===== src/hdl/mag_hard_iron_calibrator_defines.svh =====
// ----------------------------------------------------------------------------
// Assertion macros for the hard-iron calibrator
// Concurrent checks clocked on the rising edge, disabled while in reset.
// ----------------------------------------------------------------------------
`ifndef MAG_HARD_IRON_CALIBRATOR_DEFINES_SVH
`define MAG_HARD_IRON_CALIBRATOR_DEFINES_SVH

`ifndef SYNTHESIS
// Same-cycle implication check
`define MHIC_ASSERT_IMPL(label, clk, rst_n, ante, cons) \
  label: assert property (@(posedge clk) disable iff (!rst_n) (ante) |-> (cons)) \
    else $error("mhic assertion failed");
// Next-cycle implication check
`define MHIC_ASSERT_NEXT(label, clk, rst_n, ante, cons) \
  label: assert property (@(posedge clk) disable iff (!rst_n) (ante) |=> (cons)) \
    else $error("mhic assertion failed");
`else
`define MHIC_ASSERT_IMPL(label, clk, rst_n, ante, cons)
`define MHIC_ASSERT_NEXT(label, clk, rst_n, ante, cons)
`endif

`endif


===== src/hdl/mhic_pkg.sv =====
// ----------------------------------------------------------------------------
// mhic_pkg
// Types, widths and register codes shared by the hard-iron calibrator.
// ----------------------------------------------------------------------------
package mhic_pkg;

  // Sample and result widths
  localparam int SAMPLE_BITS = 16;
  localparam int OFF_W       = 16;
  localparam int SPAN_W      = 15;
  localparam int CNT_W       = 16;
  localparam int THR_W       = 18;
  localparam int ABS_W       = SAMPLE_BITS + 1;
  localparam int DELTA_W     = SAMPLE_BITS + 3;
  localparam int CMP_W       = (DELTA_W > THR_W) ? DELTA_W : THR_W;

  // Configuration port
  localparam int CFG_IDX_W  = 2;
  localparam int CFG_DATA_W = 18;

  localparam logic [CNT_W-1:0] TARGET_RST = CNT_W'(1000);
  localparam logic [THR_W-1:0] THRESH_RST = THR_W'(1);
  localparam logic [CNT_W-1:0] LIMIT_RST  = CNT_W'(50);
  localparam logic [CNT_W-1:0] CNT_MAX    = '1;

  typedef enum logic [CFG_IDX_W-1:0] {
    CFG_SAMPLE_TARGET   = 2'd0,
    CFG_STILL_THRESHOLD = 2'd1,
    CFG_STILL_LIMIT     = 2'd2
  } cfg_idx_t;

  typedef enum logic {
    CMD_SEED  = 1'b0,
    CMD_ACCUM = 1'b1
  } cmd_t;

  typedef struct packed {
    cmd_t                          cmd;
    logic signed [SAMPLE_BITS-1:0] sample_x;
    logic signed [SAMPLE_BITS-1:0] sample_y;
    logic signed [SAMPLE_BITS-1:0] sample_z;
  } in_t;

  typedef struct packed {
    logic signed [OFF_W-1:0] offset_x;
    logic signed [OFF_W-1:0] offset_y;
    logic signed [OFF_W-1:0] offset_z;
    logic [SPAN_W-1:0]       half_span_x;
    logic [SPAN_W-1:0]       half_span_y;
    logic [SPAN_W-1:0]       half_span_z;
    logic                    static_warning;
    logic [CNT_W-1:0]        samples_taken;
    logic                    run_done;
  } out_t;

  typedef struct packed {
    logic [CNT_W-1:0] sample_target;
    logic [THR_W-1:0] still_threshold;
    logic [CNT_W-1:0] still_limit;
  } cfg_t;

  typedef struct packed {
    logic seed;
    logic accum;
  } axis_ctl_t;

endpackage


===== src/hdl/mag_hard_iron_calibrator.sv =====
// A result passes through the input register and then the output register, which holds
// it with out_valid high until out_ready. Throughput: one sample per cycle while
// out_ready is high; the min/max, stillness and sample counters update in the single
// processing stage between the input and output registers. A stalled result holds the
// item in the input register; in_ready is high then only while that register is empty.
// Reset (synchronous, rst_n low) clears or presets all state but the two data registers.
// ----------------------------------------------------------------------------
// mag_hard_iron_calibrator
// Three-axis hard-iron min/max calibration with a stillness warning.
// ----------------------------------------------------------------------------
`include "mag_hard_iron_calibrator_defines.svh"

module mag_hard_iron_calibrator (
  input  logic                            clk,
  input  logic                            rst_n,
  input  logic                            in_valid,
  output logic                            in_ready,
  input  mhic_pkg::in_t                   in_data,
  output logic                            out_valid,
  input  logic                            out_ready,
  output mhic_pkg::out_t                  out_data,
  input  logic                            cfg_valid,
  output logic                            cfg_ready,
  input  logic [mhic_pkg::CFG_IDX_W-1:0]  cfg_index,
  input  logic [mhic_pkg::CFG_DATA_W-1:0] cfg_data
);
  import mhic_pkg::*;

  cfg_t             cfg;
  logic             s1_valid_r;
  in_t              s1_data_r;
  logic             adv;
  axis_ctl_t        ctl;
  logic             seed;
  logic [ABS_W-1:0] abs_x, abs_y, abs_z;
  logic [DELTA_W-1:0] delta;
  logic             still;
  logic [CNT_W-1:0] still_cnt_r, still_cnt_nxt;
  logic             warned_r, warned_nxt;
  logic [CNT_W-1:0] sample_cnt_r, sample_cnt_nxt;
  logic             done_r, done_nxt;
  logic             warn;
  out_t             result;
  logic             out_valid_r;
  out_t             out_data_r;

  mhic_cfg_regs u_cfg (
    .clk       (clk),
    .rst_n     (rst_n),
    .cfg_valid (cfg_valid),
    .cfg_ready (cfg_ready),
    .cfg_index (cfg_index),
    .cfg_data  (cfg_data),
    .cfg       (cfg)
  );

  // Advance the processing stage when it holds an item and the output register is free or transferring
  assign adv      = s1_valid_r && (!out_valid_r || out_ready);
  assign in_ready = !s1_valid_r || adv;

  // Input register
  always_ff @(posedge clk) begin
    if (!rst_n) begin
      s1_valid_r <= 1'b0;
    end else if (in_ready) begin
      s1_valid_r <= in_valid;
    end
  end

  always_ff @(posedge clk) begin
    if (in_ready && in_valid) begin
      s1_data_r <= in_data;
    end
  end

  // Per-axis control
  assign seed      = adv && (s1_data_r.cmd == CMD_SEED);
  assign ctl.seed  = seed;
  assign ctl.accum = adv && (s1_data_r.cmd == CMD_ACCUM) && !done_r;

  mhic_axis u_axis_x (
    .clk       (clk),
    .rst_n     (rst_n),
    .ctl       (ctl),
    .sample    (s1_data_r.sample_x),
    .abs_delta (abs_x),
    .offset    (result.offset_x),
    .half_span (result.half_span_x)
  );

  mhic_axis u_axis_y (
    .clk       (clk),
    .rst_n     (rst_n),
    .ctl       (ctl),
    .sample    (s1_data_r.sample_y),
    .abs_delta (abs_y),
    .offset    (result.offset_y),
    .half_span (result.half_span_y)
  );

  mhic_axis u_axis_z (
    .clk       (clk),
    .rst_n     (rst_n),
    .ctl       (ctl),
    .sample    (s1_data_r.sample_z),
    .abs_delta (abs_z),
    .offset    (result.offset_z),
    .half_span (result.half_span_z)
  );

  // Summed absolute change against the threshold
  assign delta = DELTA_W'(abs_x) + DELTA_W'(abs_y) + DELTA_W'(abs_z);
  assign still = CMP_W'(delta) < CMP_W'(cfg.still_threshold);

  // Stillness, warning and sample counters
  always_comb begin
    still_cnt_nxt  = still_cnt_r;
    warned_nxt     = warned_r;
    sample_cnt_nxt = sample_cnt_r;
    done_nxt       = done_r;
    warn           = 1'b0;
    if (ctl.seed) begin
      still_cnt_nxt  = '0;
      warned_nxt     = 1'b0;
      sample_cnt_nxt = '0;
      done_nxt       = 1'b0;
    end else if (ctl.accum) begin
      if (still) begin
        if (still_cnt_r != CNT_MAX) still_cnt_nxt = still_cnt_r + 1'b1;
      end else begin
        still_cnt_nxt = '0;
        warned_nxt    = 1'b0;
      end
      if ((still_cnt_nxt > cfg.still_limit) && !warned_nxt) begin
        warn       = 1'b1;
        warned_nxt = 1'b1;
      end
      if (sample_cnt_r != CNT_MAX) sample_cnt_nxt = sample_cnt_r + 1'b1;
      if (sample_cnt_nxt >= cfg.sample_target) done_nxt = 1'b1;
    end
  end

  always_ff @(posedge clk) begin
    if (!rst_n) begin
      still_cnt_r  <= '0;
      warned_r     <= 1'b0;
      sample_cnt_r <= '0;
      done_r       <= 1'b0;
    end else begin
      still_cnt_r  <= still_cnt_nxt;
      warned_r     <= warned_nxt;
      sample_cnt_r <= sample_cnt_nxt;
      done_r       <= done_nxt;
    end
  end

  assign result.static_warning = warn;
  assign result.samples_taken  = sample_cnt_nxt;
  assign result.run_done       = done_nxt;

  // Output register: load on advance, drop after transfer
  always_ff @(posedge clk) begin
    if (!rst_n) begin
      out_valid_r <= 1'b0;
    end else if (adv) begin
      out_valid_r <= 1'b1;
    end else if (out_ready) begin
      out_valid_r <= 1'b0;
    end
  end

  always_ff @(posedge clk) begin
    if (adv) begin
      out_data_r <= result;
    end
  end

  assign out_valid = out_valid_r;
  assign out_data  = out_data_r;

  // A seed reports an empty run
  `MHIC_ASSERT_NEXT(a_seed_result, clk, rst_n, seed,
    out_valid_r && out_data_r.samples_taken == '0 && !out_data_r.run_done &&
    !out_data_r.static_warning && out_data_r.half_span_x == '0 &&
    out_data_r.half_span_y == '0 && out_data_r.half_span_z == '0)
  // A finished run stops counting until the next seed
  `MHIC_ASSERT_NEXT(a_done_holds, clk, rst_n, done_r && !seed, done_r && $stable(sample_cnt_r))
  // A pending warning result matches the armed flag
  `MHIC_ASSERT_IMPL(a_warn_flag, clk, rst_n, out_valid_r && out_data_r.static_warning, warned_r)
  // A stalled input item is never dropped
  `MHIC_ASSERT_NEXT(a_s1_kept, clk, rst_n, s1_valid_r && !adv, s1_valid_r)

endmodule


===== src/hdl/mhic_cfg_regs.sv =====
// ----------------------------------------------------------------------------
// mhic_cfg_regs
// Configuration register file: target, stillness threshold and limit.
// ----------------------------------------------------------------------------
module mhic_cfg_regs (
  input  logic                            clk,
  input  logic                            rst_n,
  input  logic                            cfg_valid,
  output logic                            cfg_ready,
  input  logic [mhic_pkg::CFG_IDX_W-1:0]  cfg_index,
  input  logic [mhic_pkg::CFG_DATA_W-1:0] cfg_data,
  output mhic_pkg::cfg_t                  cfg
);
  import mhic_pkg::*;

  cfg_t cfg_r;
  cfg_t cfg_nxt;

  // Always take a write transfer
  assign cfg_ready = 1'b1;

  // Decode the register index
  always_comb begin
    cfg_nxt = cfg_r;
    if (cfg_valid) begin
      unique case (cfg_idx_t'(cfg_index))
        CFG_SAMPLE_TARGET:   cfg_nxt.sample_target   = cfg_data[CNT_W-1:0];
        CFG_STILL_THRESHOLD: cfg_nxt.still_threshold = cfg_data[THR_W-1:0];
        CFG_STILL_LIMIT:     cfg_nxt.still_limit     = cfg_data[CNT_W-1:0];
        default:             cfg_nxt = cfg_r;
      endcase
    end
  end

  always_ff @(posedge clk) begin
    if (!rst_n) begin
      cfg_r.sample_target   <= TARGET_RST;
      cfg_r.still_threshold <= THRESH_RST;
      cfg_r.still_limit     <= LIMIT_RST;
    end else begin
      cfg_r <= cfg_nxt;
    end
  end

  assign cfg = cfg_r;

endmodule


===== src/hdl/mhic_axis.sv =====
// ----------------------------------------------------------------------------
// mhic_axis
// One axis: running min, max and previous sample, offset and half span.
// ----------------------------------------------------------------------------
module mhic_axis (
  input  logic                                clk,
  input  logic                                rst_n,
  input  mhic_pkg::axis_ctl_t                 ctl,
  input  logic signed [mhic_pkg::SAMPLE_BITS-1:0] sample,
  output logic [mhic_pkg::ABS_W-1:0]          abs_delta,
  output logic signed [mhic_pkg::OFF_W-1:0]   offset,
  output logic [mhic_pkg::SPAN_W-1:0]         half_span
);
  import mhic_pkg::*;

  localparam int SW = SAMPLE_BITS;
  localparam int EW = (SW > OFF_W) ? SW : OFF_W;
  localparam int HW = (SW > SPAN_W) ? SW : SPAN_W;
  localparam logic signed [EW-1:0] OFF_MAX_E = EW'(32767);
  localparam logic signed [EW-1:0] OFF_MIN_E = EW'(-32768);
  localparam logic [HW-1:0]        SPAN_MAX_E = HW'(32767);

  logic signed [SW-1:0] min_r, min_nxt;
  logic signed [SW-1:0] max_r, max_nxt;
  logic signed [SW-1:0] last_r;
  logic signed [SW:0]   diff;
  logic signed [SW:0]   sum;
  logic signed [SW:0]   range;
  logic signed [SW-1:0] mid;
  logic signed [EW-1:0] mid_ext;
  logic [HW-1:0]        hs_ext;

  // Change from the previous sample
  assign diff      = (SW+1)'(sample) - (SW+1)'(last_r);
  assign abs_delta = diff[SW] ? ABS_W'(-diff) : ABS_W'(diff);

  // Seed or widen the running extremes
  always_comb begin
    min_nxt = min_r;
    max_nxt = max_r;
    if (ctl.seed) begin
      min_nxt = sample;
      max_nxt = sample;
    end else if (ctl.accum) begin
      if (sample < min_r) min_nxt = sample;
      if (sample > max_r) max_nxt = sample;
    end
  end

  always_ff @(posedge clk) begin
    if (!rst_n) begin
      min_r  <= '0;
      max_r  <= '0;
      last_r <= '0;
    end else if (ctl.seed || ctl.accum) begin
      min_r  <= min_nxt;
      max_r  <= max_nxt;
      last_r <= sample;
    end
  end

  // Midpoint by arithmetic shift, clamped to the offset width
  assign sum     = (SW+1)'(max_nxt) + (SW+1)'(min_nxt);
  assign mid     = sum[SW:1];
  assign mid_ext = EW'(mid);

  always_comb begin
    if (mid_ext > OFF_MAX_E) begin
      offset = OFF_MAX_E[OFF_W-1:0];
    end else if (mid_ext < OFF_MIN_E) begin
      offset = OFF_MIN_E[OFF_W-1:0];
    end else begin
      offset = mid_ext[OFF_W-1:0];
    end
  end

  // Half range, clamped to the span width
  assign range  = (SW+1)'(max_nxt) - (SW+1)'(min_nxt);
  assign hs_ext = HW'(range[SW:1]);

  always_comb begin
    if (hs_ext > SPAN_MAX_E) begin
      half_span = SPAN_MAX_E[SPAN_W-1:0];
    end else begin
      half_span = hs_ext[SPAN_W-1:0];
    end
  end

endmodule

===== config.mk =====
export PLATFORM = sky130hd
export DESIGN_NAME = mag_hard_iron_calibrator
export DESIGN_NICKNAME = d
export VERILOG_FILES = /design/src/hdl/mhic_pkg.sv /design/src/hdl/mag_hard_iron_calibrator.sv /design/src/hdl/mhic_cfg_regs.sv /design/src/hdl/mhic_axis.sv
export VERILOG_INCLUDE_DIRS = /design/src /design/src/hdl
export SDC_FILE = /design/constraint.sdc
export NUM_CORES = 1
export LEC_CHECK = 0
export BUFFER_PORTS_ARGS = -buffer_cell sky130_fd_sc_hd__buf_2
export CAP_MARGIN = 20
export CORE_MARGIN = 5
export CORE_UTILIZATION = 50
export DETAILED_ROUTE_END_ITERATION = 8
export PLACE_DENSITY = 0.68
export SYNTH_ARGS = -nofsm -noshare
export SYNTH_HDL_FRONTEND = slang
export SYNTH_HIERARCHICAL = 1
export SYNTH_SLANG_ARGS = --single-unit

===== constraint.sdc =====
create_clock -name clk -period 24.5 [get_ports clk]
set_clock_uncertainty 0.1 [all_clocks]
set_input_delay 1.225 -clock clk [delete_from_list [all_inputs] [get_ports clk]]
set_output_delay 1.225 -clock clk [all_outputs]
set_load 0.005 [all_outputs]

==> summary.txt, run 1 <==
Status
  • Status: completed

Clocking
  • Postcts setup bufs: 0
  • PostCTS Resize Cnt: 0
  • Cts bufs inserted: 46
  • Sink Count: approximately 400
  • Clk slew on worst S/H paths: 60 ps
  • Clk buf depth: 3
  • Clk Latency, worst-skew pair: ~580 ps
  • Cts hold-fix bufs: 0
  • CTS tree: yes
  • Root buf cell: clkbuf_16
  • H-tree level count: 2

Floorplan
  • Die Height: 243.9 um
  • FP Rows: between 80 and 90
  • Die Area: between 50000 and 60000 um^2
  • Die Span X: roughly 240 um
  • Initial Util: 50.64%
  • Core area: around 54000 um^2
  • IO Pins: about 190

STA
  • Tightest Pin Transition: 1060 ps
  • Hold Fails Final Rpt: 0
  • RSZ-0062 raised after global routing: no
  • Fin crit period: ~9600 ps
  • Max-slew headroom: between 20% and 30%
  • WHS: 358.9 ps
  • Setup slack after layout: between 10000 and 15000 ps
  • Post-route setup TNS: 0 ps
  • Final Cycle Share: about two fifths
  • Final setup vio count: 0
  • FMAX: between 100 and 150 MHz
  • Slew Limit Fails: 0

Min path
  • Hold Startpoint: u_cfg/cfg[31]
  • Hold depth: 2
  • Hold WC Path Type: register to register
  • Hold EP: u_cfg/cfg[31]

Drt
  • Routed WL per cell: between 15 and 20 um
  • DR vias: roughly 22000
  • DRT antenna net count: 0
  • Via/cell ratio: approximately 5.6
  • 1st-iter DRT viols: between 1000 and 1500
  • Total Wirelength: between 60 and 70 mm
  • Detailed-router iteration count before antenna repair: 5
  • DRC viols: 0

Power
  • Pwr dens: between 80 and 90 nW/um^2
  • Static Leak: 13.14 nW
  • IR drop worst, VDD: slightly above 0.09 mV
  • Total chip power: 2.631 mW

GRT
  • Largest net degree at the start of global routing: 128
  • Initial antenna violation count: 0
  • First-pass GRT wire length: about 110 mm
  • Vias in the first global route: around 22000
  • Gr usage total: about 22%
  • Grt total ovfl: 0

Yosys
  • Post-synthesis sequential area ratio: 34.39%
  • Synth Warn #: 6
  • Synth Cell Area: roughly 27000 um^2
  • Syn nets: around 3500
  • Synth area leaders: edfxtp_1, dfxtp_1, ha_1, inv_1, nand2_1
  • Post-synth ARST share: 0%
  • Mean Syn Cell Area: a little under 9 um^2
  • #FFs+latches synth: between 300 and 400
  • Post-synth EDFFs: 160
  • Primary FF master, synth: dfxtp_1
  • Distinct cells, synth: 103
  • Post-synth top area share: roughly 18%
  • Post-Synthesis Cells: between 3000 and 4000
  • Yosys top cell by area: edfxtp_1

Worst setup path
  • Critical-path maximum fanout: 20
  • Crit Reg-Reg Endpoint: out_data[17]
  • Critical Path Sink Type: register
  • Critical Path Most Common Cell: a21oi_1
  • CP required: approximately 25000 ps
  • Critical path type: register to register
  • R2R cell count: 37
  • Slowest-stage cell, CP: or4b_2
  • Arrival time worst endpoint: between 9000 and 10000 ps
  • Reg2reg start: s1_data_r[32]
  • Startpoint Class: register
  • CP max stage delay: 630 ps
  • Reg2Reg Setup Slack: between 10000 and 15000 ps

Placement
  • Place WS: 14980 ps
  • IO Port Bufs: 186
  • DP Wirelength: around 50 mm
  • GP Congestion: roughly 0.88
  • Post-Place Cell Area: between 20000 and 30000 um^2
  • Placed insts: ~3900

Layout
  • Post-route cell area: approximately 30000 um^2
  • Number of nets in the final layout: 3621
  • Layout Utilization: a little under three fifths
  • Layout cells sized above 1: about 11%
  • Fin cells: a little under 4000
  • N_diodes: 0
  • # fillers: between 4000 and 5000
  • P&R area growth vs syn: 11.10%

Job
  • Max Cap Viol: 0
[layout make-up]
cell class | count | area [um^2] | share of cell area [%]
multi-input cells | 2236 | 16250 | 53.45
clock buffers | 70 | 1375 | 4.524
well taps | 696 | 870.8 | 2.865
repair buffers | 207 | 1135 | 3.733
clock inverters | 15 | 101.3 | 0.3334
inverters | 335 | 1260 | 4.145
flip-flops and latches | 390 | 9409 | 30.95
[layout by cell type (no fill, tap or decap), types with 25 or more instances in the layout]
cell type / Yosys / layout
a21boi_0: 56 / 56
a21o_1: 51 / 51
a21oi_1: 188 / 188
a31oi_1: 26 / 26
and2_1: 60 / 59
buf_2: 19 / 185
clkbuf_16: 0 / 49
dfxtp_1: 230 / 230
edfxtp_1: 160 / 160
fa_1: 27 / 27
ha_1: 304 / 304
inv_1: 335 / 334
mux2_2: 32 / 32
mux2i_1: 79 / 79
nand2_1: 299 / 299
nand2b_1: 25 / 25
nand3_1: 53 / 53
nand4_1: 34 / 34
nor2_1: 214 / 213
nor2b_1: 88 / 88
nor3_1: 57 / 56
o21a_1: 32 / 32
o21ai_0: 98 / 98
o21bai_1: 32 / 32
xnor2_1: 108 / 108
xor2_1: 70 / 70
[cells in the mapped netlist, types with 53 or more instances]
cell type	instances
o21ai_0	98
dfxtp_1	230
inv_1	335
and2_1	60
a21oi_1	188
xnor2_1	108
nand3_1	53
a21boi_0	56
clkbuf_1	65
xor2_1	70
mux2i_1	79
nor3_1	57
edfxtp_1	160
nand2_1	299
ha_1	304
nor2_1	214
nor2b_1	88
[registers in the layout (all words and copies together), names as in the netlist]
name	flops
out_valid	1
u_axis_y/max_r	16
u_axis_z/min_r	16
sample_cnt_r	16
u_axis_y/last_r	16
out_data	111
u_axis_z/max_r	16
u_axis_x/min_r	16
s1_valid_r	1
u_axis_x/max_r	16
still_cnt_r	16
u_axis_y/min_r	16
warned_r	1
u_axis_z/last_r	16
u_axis_x/last_r	16
u_cfg/cfg	50
done_r	1
s1_data_r	49
[where the power goes]
part           total (mW)  switching [mW]  internal (mW)
logic                1.21           0.714          0.492
clock network       0.669           0.272          0.396
registers           0.756          0.0229          0.733
total                2.63            1.01           1.62
[per-layer routing]
metal  up-vias  GRT usage (%)  wire (um)  part of all wire [%]
met3        88          3.321       2933                   4.4
met2       433          37.67      31950                    48
met4         0          4.929       1268                   1.9
met1     10491          28.99      30640                    46
li1      10954              -          -                     -
met5         -              0          0                     0
[how the worst max path moves through the flow]
stage | startpoint | to | slack (ps) | depth (start not counted)
2_1_floorplan | out_ready | out_data[55] | 15220 | 26
3_3_place_gp | s1_data_r[32] | out_data[17] | 15130 | 37
3_5_place_dp | s1_data_r[32] | out_data[17] | 14980 | 37
4_1_cts | s1_data_r[32] | out_data[17] | 14960 | 37
5_1_grt | s1_data_r[32] | out_data[17] | 14210 | 37
6_report | s1_data_r[32] | out_data[17] | 14890 | 37
[critical path, delay by kind of cell, from the launching register on]
kind,cells,cell delay [ps]
flops,1,430
fa+ha+maj,7,2390
buf+inv,2,200
simple gates,5,1290
compound gates,23,4940
[cells by family (layout without fill, tap and decap cells)]
group | count (synthesis) | count (layout) | share of synthesized area [%]
AND/OR/NAND/NOR | 957 | 957 | 17.35
other | 1 | 1 | 0.01371
buffers and inverters | 434 | 627 | 6.315
XOR/XNOR | 178 | 178 | 5.698
adder cells (fa/ha/maj) | 331 | 331 | 15.88
multiplexers | 115 | 115 | 4.372
flip-flops | 390 | 390 | 34.39
AO/OA/AOI/OAI | 654 | 654 | 15.98
Power figures use the tool's default switching activity.
==> inputs of run 2 (changes only) <==
--- a/config.mk
+++ b/config.mk
@@ -11,7 +11,7 @@
 export CORE_MARGIN = 5
 export CORE_UTILIZATION = 50
 export DETAILED_ROUTE_END_ITERATION = 8
-export PLACE_DENSITY = 0.68
+export PLACE_DENSITY = 0.71
 export SYNTH_ARGS = -nofsm -noshare
 export SYNTH_HDL_FRONTEND = slang
 export SYNTH_HIERARCHICAL = 1
==> constraint.sdc (replaced) <==
create_clock -name clk -period 8.6 [get_ports clk]
set_clock_uncertainty 0.1 [all_clocks]
set_input_delay 0.43 -clock clk [delete_from_list [all_inputs] [get_ports clk]]
set_output_delay 0.43 -clock clk [all_outputs]
set_load 0.005 [all_outputs]
==> run 2 against run 1 <==
Wire length up 1.7%. Largest power group unchanged. Critical endpoint unchanged. Register-to-register slack worse by 15000 ps. Highest routed layer unchanged. Via count up 2.2%.
==> summary.txt, run 2 (synthesis gave the netlist of run 1 again) <==
Status
  • Status: completed (unchanged)

GRT
  • GR Layer Usage met1: 29.03% (was 28.99%)
  • Met2 usage: 38.12% (was 37.67%)
  • Gr usage total: 21.93% (was 21.79%)
  • Vias in the first global route: 22019 (was 21555)
  • First-pass GRT wire length: 110.1 mm (was 109.0 mm)
  • Grt total ovfl: 0 (unchanged)
  • Initial antenna violation count: 1 (was 0)
  • Most used routing layer: met2 (unchanged)
  • GR Layer Usage met3: 2.795% (was 3.321%)
  • Largest net degree at the start of global routing: 118 (was 128)

STA
  • Max-slew headroom: 30.04% (was 29.32%)
  • Fin crit period: 8480 ps (was 9605 ps)
  • Setup slack after layout: 119.6 ps (was 14890 ps)
  • RSZ-0062 raised after global routing: yes (was no)
  • FMAX: 117.9 MHz (was 104.1 MHz)
  • Slew Limit Fails: 0 (unchanged)
  • Final Cycle Share: 98.61% (was 39.20%)
  • Hold Fails Final Rpt: 0 (unchanged)
  • WHS: 54.17 ps (was 358.9 ps)
  • Tightest Pin Transition: 1046 ps (was 1060 ps)
  • Final setup vio count: 0 (unchanged)

Worst setup path
  • Slowest-stage cell, CP: fa_1 (was or4b_2)
  • CP max stage delay: 480 ps (was 630 ps)
  • Critical-path maximum fanout: 5 (was 20)
  • Startpoint Class: register (unchanged)
  • Arrival time worst endpoint: 8710 ps (was 9830 ps)
  • Critical path type: register to register (unchanged)
  • Critical Path Sink Type: register (unchanged)
  • CP required: 8830 ps (was 24720 ps)

Floorplan
  • Core area: 54030 um^2 (unchanged)
  • Initial Util: 50.64% (unchanged)
  • Die Area: 59500 um^2 (unchanged)
  • FP Rows: 85 (unchanged)
  • Die Height: 243.9 um (unchanged)
  • IO Pins: 188 (unchanged)
  • Die Span X: 243.9 um (unchanged)

Drt
  • DRT antenna net count: 0 (unchanged)
  • 1st-iter DRT viols: 1330 (was 1370)
  • DR vias: 22456 (was 21966)
  • Routed WL per cell: 16.66 um (was 16.91 um)
  • Total Wirelength: 67.93 mm (was 66.79 mm)
  • DRC viols: 0 (unchanged)
  • Detailed-router iteration count before antenna repair: 6 (was 5)
  • Via/cell ratio: 5.507 (was 5.562)

Clocking
  • CTS tree: yes (unchanged)
  • H-tree level count: 2 (unchanged)
  • Root buf cell: clkbuf_16 (unchanged)
  • Clk Latency, worst-skew pair: 590 ps (was 580 ps)
  • Clk buf depth: 3 (unchanged)
  • Sink Count: 390 (unchanged)
  • Cts bufs inserted: 45 (was 46)
  • Clk slew on worst S/H paths: 60 ps (about the same)

Placement
  • GP Congestion: 0.9153 (was 0.8808)
  • Post-Place Cell Area: 29370 um^2 (was 28870 um^2)
  • IO Port Bufs: 186 (unchanged)
  • Place WS: -530.9 ps (was 14980 ps)
  • DP Wirelength: 51.11 mm (was 50.81 mm)

Layout
  • Most common cell after layout, fill and taps aside: inv_1 (unchanged)
  • Commonest non-fill, non-tap cells in the layout: inv_1, nand2_1, ha_1, dfxtp_1, nor2_1 (was inv_1, ha_1, nand2_1, dfxtp_1, nor2_1)
  • P&R area growth vs syn: 16.44% (was 11.10%)
  • Max FFs per register: 111 (unchanged)
  • # fillers: 4720 (was 4873)
  • Number of nets in the final layout: 3749 (was 3621)
  • Layout cells sized above 1: 14.32% (was 11.07%)
  • Post-route cell area: 31860 um^2 (was 30400 um^2)

Power
  • Pwr dens: 266.9 nW/um^2 (was 86.55 nW/um^2)
  • IR drop worst, VDD: 0.3198 mV (was 0.09342 mV)
  • Static Leak: 13.81 nW (was 13.14 nW)

Job
  • Max Cap Viol: 0 (unchanged)

Min path
  • Hold WC Path Type: input pin to register (was register to register)
run 2: cell types whose count changed in the layout (fill, tap and decap cells not counted), moves of 6 or more:
cell,delta
o21ai_1,+6
a21oi_1,-8
a21oi_2,+8
dlygate4sd3_1,+51
bufinv_16,+6
buf_4,+78
o21ai_0,-9
run 2: final cells by class:
cell class	instances	area [um^2]	area share, %
antenna	1	2.502	0.007855
multi-input combinational	2236	16520	51.85
timing repair buffer	336	2198	6.900
inverter	335	1260	3.955
tap	696	870.8	2.733
sequential	390	9409	29.53
clock inverter	18	279.0	0.8758
clock buffer	66	1319	4.139
run 2: layer usage:
metal  vias to the layer above  wire (um)  share of wire, %
li1                      11225          -                 -
met1                     10630      30730                45
met2                       510      32950                49
met3                        91       2958               4.4
met4                         0       1285               1.9
met5                         -          0                 0
run 2: worst max-delay path: cells and delay by family (launching register included):
kind,cells,cell delay (ps)
AOI/OAI and AO/OA,23,4060
xor gates and xnor gates,1,100
adders and majority gates,7,2040
buffers and inverters,4,410
DFF,1,400
muxes,1,330
and+or+nand+nor,4,800
run 2: final timing paths:
kind | startpoint | endpoint | slack, ps | cells past startpoint
worst max-delay path | s1_data_r[0] | out_data[17] | 120 | 40
worst min register to register | u_cfg/cfg[10] | u_cfg/cfg[10] | 360 | 2
worst min-delay path | cfg_data[7] | u_cfg/cfg[23] | 50 | 3
worst max register to register | s1_data_r[0] | out_data[17] | 120 | 40
run 2: power by group:
part | switching [mW] | internal [mW]
clock | 0.797 | 1.28
sequential | 0.0575 | 2.09
combinational | 2.33 | 1.95
run 2: metrics by stage:
step | setup TNS (ps) | total power [mW] | util [%] | cells
2_1_floorplan | 0 | 4.794 | - | 3060
3_5_place_dp | -962.3 | 5.998 | 54.37 | 3930
6_report | 0 | 8.502 | 58.97 | 4078
4_1_cts | 0 | 8.256 | 58.40 | 4066
3_3_place_gp | -671.8 | 5.894 | 54.37 | 3930
5_1_grt | -269.8 | 9.063 | 58.97 | 4078
run 2: what timing repair did:
action,CTS,global route
hold endpoints to repair,51,0
hold buffers,51,0
setup buffers,1,9
pin swaps,2,40
resized for setup,15,53
gates cloned,0,0
setup endpoints to repair,2,2
==> inputs of run 3 (changes only) <==
--- a/config.mk
+++ b/config.mk
@@ -6,12 +6,13 @@
 export SDC_FILE = /design/constraint.sdc
 export NUM_CORES = 1
 export LEC_CHECK = 0
-export BUFFER_PORTS_ARGS = -buffer_cell sky130_fd_sc_hd__buf_2
 export CAP_MARGIN = 20
 export CORE_MARGIN = 5
-export CORE_UTILIZATION = 50
+export CORE_UTILIZATION = 59
 export DETAILED_ROUTE_END_ITERATION = 8
-export PLACE_DENSITY = 0.71
+export DONT_BUFFER_PORTS = 1
+export HOLD_SLACK_MARGIN = 0.06
+export PLACE_DENSITY = 0.78
 export SYNTH_ARGS = -nofsm -noshare
 export SYNTH_HDL_FRONTEND = slang
 export SYNTH_HIERARCHICAL = 1
==> run 3 against run 2 <==
Die area shrank 15%. Wire length shrank 0.34%. Combinational power shrank 5.1%. Power shrank 3.4%. Clock power shrank 4%. Sequential power is essentially flat. Worst setup slack gained 150 ps. Core utilization grew 8.2 points. Critical path type unchanged. Largest power group unchanged. Highest routed layer unchanged.
==> summary.txt, run 3 (synthesis gave the netlist of run 1 again) <==
GRT
  • Largest net degree at the start of global routing: 217 (was 118)
  • Vias in the first global route: 21771 (was 22019)
  • Initial antenna violation count: 4 (was 1)
  • Grt total ovfl: 0 (unchanged)
  • First-pass GRT wire length: 108.1 mm (was 110.1 mm)
  • Gr usage total: 25.57% (was 21.93%)

Clocking
  • Clk Latency, worst-skew pair: 580 ps (was 590 ps)
  • Clk buf depth: 3 (unchanged)
  • H-tree level count: 2 (unchanged)
  • Sink Count: 390 (unchanged)
  • Clk slew on worst S/H paths: 60 ps (about the same)
  • Root buf cell: clkbuf_16 (unchanged)
  • Cts bufs inserted: 46 (was 45)
  • CTS tree: yes (unchanged)

Layout
  • Fin cells: 3837 (was 4078)
  • Max FFs per register: 111 (unchanged)
  • P&R area growth vs syn: 13.52% (was 16.44%)
  • Commonest non-fill, non-tap cells in the layout: inv_1, nand2_1, ha_1, dfxtp_1, nor2_1 (unchanged)
  • Number of nets in the final layout: 3591 (was 3749)
  • Most common cell after layout, fill and taps aside: inv_1 (unchanged)
  • Layout cells sized above 1: 9.150% (was 14.32%)

Worst setup path
  • CP required: 8820 ps (was 8830 ps)
  • Cell family with most CP delay: compound AO/OA/AOI/OAI gates (unchanged)
  • Critical Path Most Common Cell: o21a_1
  • Reg2Reg Setup Slack: 270 ps (was 120 ps)
  • CP max stage delay: 460 ps (was 480 ps)
  • Crit path to: out_data[17] (unchanged)
  • Arrival time worst endpoint: 8560 ps (was 8710 ps)
  • Critical path type: register to register (unchanged)
  • Buf+Inv Stages, Crit Path: 6 (was 4)
  • Beginning of the critical path: s1_data_r[0] (unchanged)
  • Crit Reg-Reg Endpoint: out_data[17] (unchanged)
  • Stages on worst setup path: 42 (was 40)
  • Slowest-stage cell, CP: fa_1 (unchanged)
  • Reg2reg start: s1_data_r[0] (unchanged)
  • Critical-path maximum fanout: 5 (unchanged)
  • R2R cell count: 42 (was 40)
  • Critical Path Sink Type: register (unchanged)
  • Startpoint Class: register (unchanged)

STA
  • Final Cycle Share: 96.92% (was 98.61%)
  • WHS: 140.1 ps (was 54.17 ps)
  • Fin crit period: 8335 ps (was 8480 ps)
  • Slew Limit Fails: 0 (unchanged)
  • Post-route setup TNS: 0 ps (unchanged)
  • FMAX: 120.0 MHz (was 117.9 MHz)
  • Setup slack after layout: 265.1 ps (was 119.6 ps)
  • Final setup vio count: 0 (unchanged)
  • Max-slew headroom: 26.08% (was 30.04%)
  • Tightest Pin Transition: 1105 ps (was 1046 ps)
  • Hold Fails Final Rpt: 0 (unchanged)

Floorplan
  • Core area: 46260 um^2 (was 54030 um^2)
  • FP Rows: 79 (was 85)
  • Die Area: 50780 um^2 (was 59500 um^2)
  • IO Pins: 188 (unchanged)
  • Die Height: 225.3 um (was 243.9 um)
  • Die Span X: 225.3 um (was 243.9 um)
  • Initial Util: 59.14% (was 50.64%)

Drt
  • 1st-iter DRT viols: 1567 (was 1330)
  • Total Wirelength: 67.70 mm (was 67.93 mm)
  • Via/cell ratio: 5.788 (was 5.507)
  • Detailed-router iteration count before antenna repair: 6 (unchanged)
  • Routed WL per cell: 17.64 um (was 16.66 um)
  • DR vias: 22210 (was 22456)
  • DRC viols: 0 (unchanged)
  • DRT antenna net count: 0 (unchanged)

Placement
  • Place WS: -463.5 ps (was -530.9 ps)
  • IO Port Bufs: 0 (was 186)
  • GP Congestion: 0.9409 (was 0.9153)
  • DP Wirelength: 50.10 mm (was 51.11 mm)
  • Placed insts: 3653 (was 3930)

Status
  • Status: completed (unchanged)

Job
  • Max Cap Viol: 0 (unchanged)

Power
  • Total chip power: 8.215 mW (was 8.502 mW)
  • Pwr dens: 264.5 nW/um^2 (was 266.9 nW/um^2)
  • IR drop worst, VDD: 0.2609 mV (was 0.3198 mV)
  • Static Leak: 13.16 nW (was 13.81 nW)

Min path
  • Hold Startpoint: cfg_index[0] (was cfg_data[7])
  • Hold WC Path Type: input pin to register (unchanged)
==> run 3: area by class of cell <==
| type | count | area (um^2) |
|---|---|---|
| multi-input cells | 2236 | 16510 |
| fillers | 3645 | 15200 |
| flip-flops and latches | 390 | 9409 |
| repair buffers | 177 | 1558 |
| clock buffers | 68 | 1381 |
| inverters | 335 | 1260 |
| well taps | 607 | 759.5 |
| clock inverters | 18 | 170.2 |
| diodes | 6 | 15.01 |
==> run 3: how the worst min path moves through the flow <==
stage | slack (ps) | cells after the start | endpoint
CTS | 80 | 2 | u_cfg/cfg[4]
detailed placement | 350 | 2 | u_cfg/cfg[35]
global placement | 340 | 2 | u_cfg/cfg[45]
global route | 120 | 2 | u_cfg/cfg[2]
floorplan | 330 | 2 | u_cfg/cfg[17]
finish | 140 | 2 | u_cfg/cfg[1]
==> run 3: metrics by stage <==
stage | cell area [um^2] | util, %
after global placement | 28310 | 61.20
after floorplan | 27370 | -
after CTS | 30750 | 66.47
after detailed placement | 28330 | 61.23
final | 31060 | 67.14
after global routing | 31050 | 67.13
==> run 3: repair_timing <==
item,4_1_cts,5_1_grt
setup endpoints to repair,2,2
pin swaps,5,36
buffers inserted,2,8
resized for setup,11,48
hold endpoints to repair,256,0
hold buffers,80,0
==> run 3: report_power, final <==
part / switching [mW] / leakage (nW) / internal (mW)
Clock: 0.786 / 0.765 / 1.20
Sequential: 0.0741 / 3.37 / 2.09
Combinational: 2.21 / 9.02 / 1.85
Total: 3.07 / 13.2 / 5.15
==> run 3: worst register-to-register path: cells and delay by family (launching register included) <==
family / cells / cell delay [ps]
AO/OA/AOI/OAI: 25 / 4600
XOR/XNOR: 2 / 310
adder cells (fa/ha/maj): 6 / 1640
buffers and inverters: 6 / 750
flip-flops: 1 / 400
AND/OR/NAND/NOR: 3 / 270
==> run 3: per-layer routing <==
layer	vias to the layer above	global-route usage (%)	routed length, um
met5	-	0	0
met4	0	6.521	1376
met3	118	4.155	3718
met2	622	44.07	32790
met1	10554	33.69	29820
li1	10916	-	-
